$ cat src/rtl/core/oamu_pkg.sv
`timescale 1ns / 1ps

package oamu_pkg;

    localparam int WORD_W    = 16;
    localparam int BYTE_W    = 8;
    localparam int NREGS     = 8;
    localparam int RIDX_W    = $clog2(NREGS);
    localparam int MEM_BYTES = 65536;
    localparam int MEM_AW    = $clog2(MEM_BYTES);
    localparam int UPC_W     = 4;

    typedef logic [WORD_W-1:0] word_t;
    typedef logic [BYTE_W-1:0] byte_t;
    typedef logic [RIDX_W-1:0] ridx_t;
    typedef logic [UPC_W-1:0]  upc_t;
    typedef logic [1:0]        kind_t;
    typedef logic [5:0]        spec_t;

    localparam kind_t KIND_MEM     = 2'd0;
    localparam kind_t KIND_REG     = 2'd1;
    localparam kind_t KIND_RESOLVE = 2'd2;

    localparam ridx_t PC_IDX = ridx_t'(NREGS - 1);
    localparam word_t STEP   = word_t'(2);
    localparam ridx_t MODE_INDEX_DEF = ridx_t'(7);

    typedef enum logic [2:0] {
        A_HOLD,
        A_REG,
        A_REG_DEC,
        A_WORD,
        A_WORD_IDX
    } a_op_t;

    typedef enum logic [1:0] {
        RF_NONE,
        RF_INC,
        RF_DEC
    } rf_op_t;

    typedef enum logic [1:0] {
        EM_NONE,
        EM_REG,
        EM_MEM
    } emit_t;

    typedef enum logic [1:0] {
        NX_SEQ,
        NX_JMP,
        NX_ODD,
        NX_END
    } nxt_t;

    typedef struct packed {
        a_op_t  a_op;
        logic   rsel_pc;
        rf_op_t rf_op;
        logic   mem_hi;
        logic   lat_lo;
        emit_t  emit;
        nxt_t   nxt;
        upc_t   target;
    } ctrl_t;

    // microprogram rows
    localparam upc_t ROW_IDX = upc_t'(6);
    localparam upc_t ROW_RD  = upc_t'(7);
    localparam upc_t ROW_IND = upc_t'(10);
    localparam upc_t ROW_OFF = upc_t'(13);

    localparam ctrl_t CTRL_IDLE = '{A_HOLD, 1'b0, RF_NONE, 1'b0, 1'b0, EM_NONE, NX_SEQ, '0};

    function automatic ctrl_t cw(a_op_t a, logic pc, rf_op_t r, logic hi, logic lat,
                                 emit_t em, nxt_t nx, upc_t tgt);
        ctrl_t c;
        c.a_op    = a;
        c.rsel_pc = pc;
        c.rf_op   = r;
        c.mem_hi  = hi;
        c.lat_lo  = lat;
        c.emit    = em;
        c.nxt     = nx;
        c.target  = tgt;
        return c;
    endfunction

    function automatic ctrl_t ucode_rom(upc_t upc);
        ctrl_t c;
        c = CTRL_IDLE;
        unique case (upc)
            4'd0:  c = cw(A_HOLD,     1'b0, RF_NONE, 1'b0, 1'b0, EM_REG,  NX_END, '0);
            4'd1:  c = cw(A_REG,      1'b0, RF_NONE, 1'b0, 1'b0, EM_NONE, NX_JMP, ROW_RD);
            4'd2:  c = cw(A_REG,      1'b0, RF_INC,  1'b0, 1'b0, EM_NONE, NX_JMP, ROW_RD);
            4'd3:  c = cw(A_REG,      1'b0, RF_INC,  1'b0, 1'b0, EM_NONE, NX_JMP, ROW_IND);
            4'd4:  c = cw(A_REG_DEC,  1'b0, RF_DEC,  1'b0, 1'b0, EM_NONE, NX_JMP, ROW_RD);
            4'd5:  c = cw(A_REG_DEC,  1'b0, RF_DEC,  1'b0, 1'b0, EM_NONE, NX_JMP, ROW_IND);
            4'd6:  c = cw(A_REG,      1'b1, RF_INC,  1'b0, 1'b0, EM_NONE, NX_JMP, ROW_OFF);
            4'd7:  c = cw(A_HOLD,     1'b0, RF_NONE, 1'b0, 1'b0, EM_NONE, NX_SEQ, '0);
            4'd8:  c = cw(A_HOLD,     1'b0, RF_NONE, 1'b1, 1'b1, EM_NONE, NX_SEQ, '0);
            4'd9:  c = cw(A_HOLD,     1'b0, RF_NONE, 1'b0, 1'b0, EM_MEM,  NX_END, '0);
            4'd10: c = cw(A_HOLD,     1'b0, RF_NONE, 1'b0, 1'b0, EM_NONE, NX_SEQ, '0);
            4'd11: c = cw(A_HOLD,     1'b0, RF_NONE, 1'b1, 1'b1, EM_NONE, NX_SEQ, '0);
            4'd12: c = cw(A_WORD,     1'b0, RF_NONE, 1'b0, 1'b0, EM_NONE, NX_JMP, ROW_RD);
            4'd13: c = cw(A_HOLD,     1'b0, RF_NONE, 1'b0, 1'b0, EM_NONE, NX_SEQ, '0);
            4'd14: c = cw(A_HOLD,     1'b0, RF_NONE, 1'b1, 1'b1, EM_NONE, NX_SEQ, '0);
            4'd15: c = cw(A_WORD_IDX, 1'b0, RF_NONE, 1'b0, 1'b0, EM_NONE, NX_ODD, ROW_IND);
        endcase
        return c;
    endfunction

    // entry row per addressing mode, both index modes share one
    function automatic upc_t entry_row(ridx_t mode);
        upc_t r;
        if (mode == MODE_INDEX_DEF)
        begin
            r = ROW_IDX;
        end
        else
        begin
            r = upc_t'(mode);
        end
        return r;
    endfunction

endpackage

$ cat src/rtl/core/oamu_seq.sv
`timescale 1ns / 1ps

module oamu_seq (
    input  logic            clk,
    input  logic            rst_n,
    input  logic            go,
    input  oamu_pkg::ridx_t mode,
    output logic            busy,
    output oamu_pkg::ctrl_t ctrl
);

    import oamu_pkg::*;

    logic  busy_reg, busy_next;
    upc_t  upc_reg, upc_next;
    ridx_t mode_reg, mode_next;
    ctrl_t rom_word;

    assign rom_word = ucode_rom(upc_reg);
    assign ctrl     = busy_reg ? rom_word : CTRL_IDLE;
    assign busy     = busy_reg;

    always_comb
    begin
        busy_next = busy_reg;
        upc_next  = upc_reg;
        mode_next = mode_reg;
        if (go)
        begin
            busy_next = 1'b1;
            upc_next  = entry_row(mode);
            mode_next = mode;
        end
        else if (busy_reg)
        begin
            unique case (rom_word.nxt)
                NX_SEQ: upc_next = upc_reg + upc_t'(1);
                NX_JMP: upc_next = rom_word.target;
                NX_ODD: upc_next = mode_reg[0] ? rom_word.target : ROW_RD;
                NX_END: busy_next = 1'b0;
            endcase
        end
    end

    always_ff @(posedge clk or negedge rst_n)
    begin
        if (!rst_n)
        begin
            busy_reg <= 1'b0;
            upc_reg  <= '0;
            mode_reg <= '0;
        end
        else
        begin
            busy_reg <= busy_next;
            upc_reg  <= upc_next;
            mode_reg <= mode_next;
        end
    end

endmodule

$ cat config.mk
export PLATFORM = sky130hd
export DESIGN_NAME = oamu_seq
export DESIGN_NICKNAME = d
export VERILOG_FILES = /design/src/rtl/core/oamu_pkg.sv /design/src/rtl/core/oamu_seq.sv
export SDC_FILE = /design/constraint.sdc
export NUM_CORES = 1
export LEC_CHECK = 0
export BUFFER_PORTS_ARGS = -buffer_cell sky130_fd_sc_hd__buf_2
export CAP_MARGIN = 15
export CELL_PAD_IN_SITES_DETAIL_PLACEMENT = 1
export CELL_PAD_IN_SITES_GLOBAL_PLACEMENT = 1
export CORE_MARGIN = 2
export CORE_UTILIZATION = 37
export DETAILED_ROUTE_END_ITERATION = 7
export HOLD_SLACK_MARGIN = 0.12
export PLACE_DENSITY_LB_ADDON = 0.12
export SYNTH_ARGS = -nofsm -noshare
export SYNTH_HDL_FRONTEND = slang
export SYNTH_SLANG_ARGS = --single-unit
$ cat constraint.sdc
create_clock -name clk -period 3.3 [get_ports clk]
set_clock_uncertainty 0.15 [all_clocks]
set_input_delay 0.165 -clock clk [delete_from_list [all_inputs] [get_ports clk]]
set_output_delay 0.165 -clock clk [all_outputs]
set_load 0.02 [all_outputs]
**After elaboration in Yosys (flattened, before gate mapping)**

Memories as Yosys holds them, arrays and structs flattened.
Cells that the tools add are included.

- Add/subtract/negate cells: 1
- Muxes and demuxes: 9
- Equal/unequal tests: 4
- Reductions and logical operators: 4

Operator list:

| operator | number |
|---|---|
| $mux 16 | 1 |
| $mux 4 | 3 |
| $pmux 4 s3 | 1 |
| $add 4x1->4 const B | 1 |
| $eq 2x2->1 const B | 2 |
| $reduce_bool 4->1 | 1 |
| $eq 3x3->1 const B | 1 |
| $mux 1 | 3 |
| $mux 3 | 1 |
| $eq 2x1->1 const B | 1 |
| $logic_not 2->1 | 1 |
| $reduce_and 2->1 | 1 |
| $reduce_bool 2->1 | 1 |

- Register bits: 6
- Memories kept: 1
- Logic and storage cells: 22
- Output and inout port bits: 17
- Bits of input ports: 6
- Bits in read-only memories: 256

Memories:

| name | depth | bits a word | rd ports | clocked after memory_dff | write ports | line | RTL |
|---|---|---|---|---|---|---|---|
| (no name shown) | 16 | 16 | 1 | 0 | 0 | oamu_pkg.sv:91 | `unique case (upc)` |

**Longest topological paths before layout**

An unclocked memory read counts as a cell.

- Word-level depth: 5
- Depth in mapped cells: 10
- Depth with buffers taken out: 10

**Worst setup path before layout**

OpenSTA, ideal clock, no wires.

- Path kind: register to register
- Start: register upc_reg[1]
- End: register upc_reg[2]
- Stages on the path, launching flop included: 11
- Data arrival time: 2,313 ps
- Path buffers: 0
- Slack: 712 ps
- Library setup time: 124 ps
- Cell sequence: dfrtp_1 -> inv_1 -> ha_1 -> mux2i_1 -> mux2i_1 -> inv_1 -> ha_1 -> o31a_4 -> mux2_4 -> mux2i_1 -> o21ai_1

- Longest elaborated chain between the ends: 5
- Elaborated cells between the ends (all ways): 11
- Those cells by class: 1 x add/sub; 2 x eq/ne; 4 x mux; 3 x reduce/logical; 1 x memory

Ends and longest elaborated chain:

| what | line | RTL |
|---|---|---|
| start: declaration | oamu_seq.sv:15 | `upc_t upc_reg, upc_next;` |
| start signal: assignment | oamu_seq.sv:56 | `upc_reg <= upc_next;` |
| $mem_v2 16x16 | - |  |
| $eq 2x2->1, or another cell as far along | oamu_seq.sv:36 | `unique case (rom_word.nxt)` |
| $pmux 4 s3 | oamu_seq.sv:36 |  |
| $mux 4 | oamu_seq.sv:34 | `else if (busy_reg)` |
| $mux 4 | oamu_seq.sv:28 | `if (go)` |

Parallel ways exist; a longest one is shown, timed or not. The select of a mux whose other input is x is not followed.
A chain may end at the register's enable or synchronous reset.

**Worst setup path after layout**

Ends and elaborated chain as after synthesis.

==> results.json <==
{
  "outcome": "finished, final reports clean",
  "row_count": 17,
  "final-seq-area_um2": 150,
  "synthesis.area_um2": 857,
  "fin_nets": 150,
  "clkSinkCount": 6,
  "drive_gt1_share_pct": 24.4,
  "synth_nets": 122,
  "end_kind": "flop",
  "cts-root-buf": "clkbuf_4",
  "synth-xor-area-share_pct": 0,
  "first_pass_iters": 4,
  "r2r_cells": 10,
  "via_per_inst": 5.47,
  "clk_latency_ns": 0.25,
  "critical_path_class": "reg -> reg",
  "clock_path_buffers": 2,
  "worst-slew-pin-transition_ns": 0.566,
  "dieArea_um2": 2720,
  "fillCellCount": 282,
  "path_max_fanout": 9,
  "grt_pass1_vias": 834,
  "path_cells": "inv_1 -> ha_1 -> mux2i_1 -> mux2i_1 -> inv_1 -> ha_1 -> o31a_4 -> mux2_4 -> mux2i_1 -> o21ai_1",
  "synth_cell_types": 40,
  "synth_top_family_by_area": "simple AND/OR/NAND/NOR gates",
  "min_path_type": "reg -> reg",
  "fin_tns_setup_ns": 0,
  "antenna_found_initial": 0,
  "cp-start-kind": "flop",
  "ios": 23,
  "slew_violations": 0,
  "final_antenna_net_count": 0,
  "path_clk_slew_ns": 0.05,
  "path_common_cell": "mux2i_1",
  "portBuffers": 22,
  "n_antenna_cell": 0,
  "synth_compound_area_share_pct": 22.0,
  "hpwlAfterDp_mm": 1.73,
  "htreeDepth": 1,
  "min_period_ns": 2.97,
  "wl_per_cell_um": 15.3,
  "track_usage_pct": 20.2,
  "hold_depth": 2,
  "start_util_pct": 39.1,
  "wl_mm": 2.44,
  "cp.required_ns": 3.29,
  "via_count": 869,
  "synthSimpleGateAreaFrac_pct": 26.0,
  "grt.overflow.total": 0,
  "setup-violations-final": 0,
  "ys_seq_area_share_pct": 17.5,
  "grt_pass1_wl_mm": 4.10,
  "synth.mux.area_fraction_pct": 8.91,
  "area_delta_synth_final_pct": 24.1,
  "drc_errors": 0,
  "drv_cap": 0,
  "timing.fmax_ghz": 0.337,
  "die_x_um": 52.1,
  "cp_slowest_cell": "dfrtp_1",
  "cts_setup_buffers": 0,
  "ys_warn_count": 0,
  "slew_headroom_pct": 62.3,
  "postSynthAreaPerCell_um2": 8.16,
  "worstPathArrival_ns": 2.96,
  "cts_tree": "yes",
  "synth_cells": 105,
  "first_iter_violations": 5,
  "multi_input_area_um2": 626,
  "cts_buffers": 3,
  "reg2reg_setup_slack_ns": 0.33,
  "hold_viol": 0,
  "rsz0062_at_grt": "no",
  "fp.dieH_um": 52.1,
  "period_share_pct": 90.0,
  "slowest_delay_ns": 0.48,
  "grt_max_degree": 20,
  "core_um2": 2190,
  "globalplace.congestion": 0.834,
  "largest_register_ffs": 4,
  "ys_seq_elements": 6,
  "synth-adder-area-share_pct": 16.1
}
worst max-delay path, delay by kind of cell, from the launching register on:
family / cells / cell delay [ns]
fa+ha+maj: 2 / 0.60
buf+inv: 2 / 0.29
mux: 4 / 0.82
compound gates: 2 / 0.50
flops: 1 / 0.48
logic make-up (layout without fill, tap and decap cells):
group	after synthesis	after routing
AND/OR/NAND/NOR	39	39
AO/OA/AOI/OAI	27	27
buffers and inverters	15	41
adder cells (fa/ha/maj)	11	11
multiplexers	7	7
flip-flops	6	6
cells in the mapped netlist:
cell / count / area share, %
a21boi_0: 1 / 0.88
a21o_1: 1 / 0.88
a21o_2: 1 / 1.0
a21oi_1: 4 / 2.3
a2bb2oi_1: 1 / 1.0
a31o_2: 1 / 1.0
a31oi_1: 2 / 1.5
a32oi_1: 1 / 1.0
and2_1: 6 / 4.4
and2b_1: 1 / 0.88
and3_1: 5 / 3.6
and3b_1: 1 / 1.0
and4b_1: 1 / 1.2
buf_2: 2 / 1.2
buf_4: 2 / 1.8
buf_6: 2 / 2.6
clkbuf_1: 3 / 1.3
dfrtp_1: 6 / 18
ha_1: 11 / 16
inv_1: 6 / 2.6
mux2_2: 1 / 1.3
mux2_4: 1 / 1.8
mux2i_1: 5 / 5.8
nand2_1: 7 / 3.1
nand2b_1: 3 / 2.2
nand3_1: 4 / 2.3
nand3b_1: 2 / 1.8
nand4_1: 1 / 0.73
nor2_1: 3 / 1.3
nor2b_1: 3 / 2.2
nor3_1: 1 / 0.58
o211ai_1: 1 / 0.88
o21ai_0: 8 / 4.7
o21ai_1: 1 / 0.58
o221a_2: 1 / 1.3
o221ai_1: 1 / 1.0
o22a_1: 1 / 1.0
o31a_4: 1 / 2.0
o31ai_1: 1 / 0.88
or3_1: 1 / 0.73
metrics by stage:
step | instance area, um2 | hold slack (ns) | util, % | setup WS [ns] | instances
2_1_floorplan | 857 | -0.281 | - | 0.712 | 105
3_3_place_gp | 951 | -0.149 | 43.4 | 0.415 | 147
3_5_place_dp | 951 | -0.146 | 43.4 | 0.244 | 147
4_1_cts | 1060 | 0.560 | 48.5 | 0.206 | 159
5_1_grt | 1060 | 0.577 | 48.5 | 0.127 | 159
6_report | 1060 | 0.583 | 48.5 | 0.331 | 159
final cells by class:
cell class / instances / share of cell area (%)
Clock buffer: 3 / 2.12
Sequential cell: 6 / 14.1
Tap cell: 28 / 3.29
Timing Repair Buffer: 32 / 19.5
Multi-Input combinational cell: 84 / 58.8
Inverter: 6 / 2.12
path summary, 6_finish.rpt:
path	from	to
max in group asynchronous	rst_n	upc_reg[1]
min	upc_reg[1]	upc_reg[1]
min in group asynchronous	rst_n	upc_reg[3]
min reg2reg	upc_reg[1]	upc_reg[1]
max	upc_reg[1]	upc_reg[2]
max reg2reg	upc_reg[1]	upc_reg[2]
placed cells by master, fill, tap and decap left out, types with 2 or more instances in the layout:
cell and n:
and2_1 6, mux2i_1 5, nand2b_1 3, a21oi_1 4, and3_1 5, o21ai_0 7, ha_1 11, o21ai_1 2
inv_1 6, nand3_1 4, dlygate4sd3_1 9, nand3b_1 2, nor2b_1 3, clkbuf_4 3, a31oi_1 2, nand2_1 7
nor2_1 3, dfrtp_1 6, buf_2 22
routing by layer:
layer  GRT usage (%)  vias up  share of wire [%]  wire (um)
met5               0        -                  0          0
met2            32.7       20                 47       1150
met1            28.2      420                 48       1170
li1                -      425                  -          -
met3            3.45        4                4.1         99
met4            3.85        0               0.57         14
timing repair:
action / CTS / global route
setup endpoints to repair: 0 / 1
hold buffers: 9 / 0
endpoints found under the hold margin: 11 / 0
gates resized for setup: 0 / 1
Power is left out: the tool's default activity adds up to more than one toggle a clock period on the data nets, which glitch-free logic cannot reach.
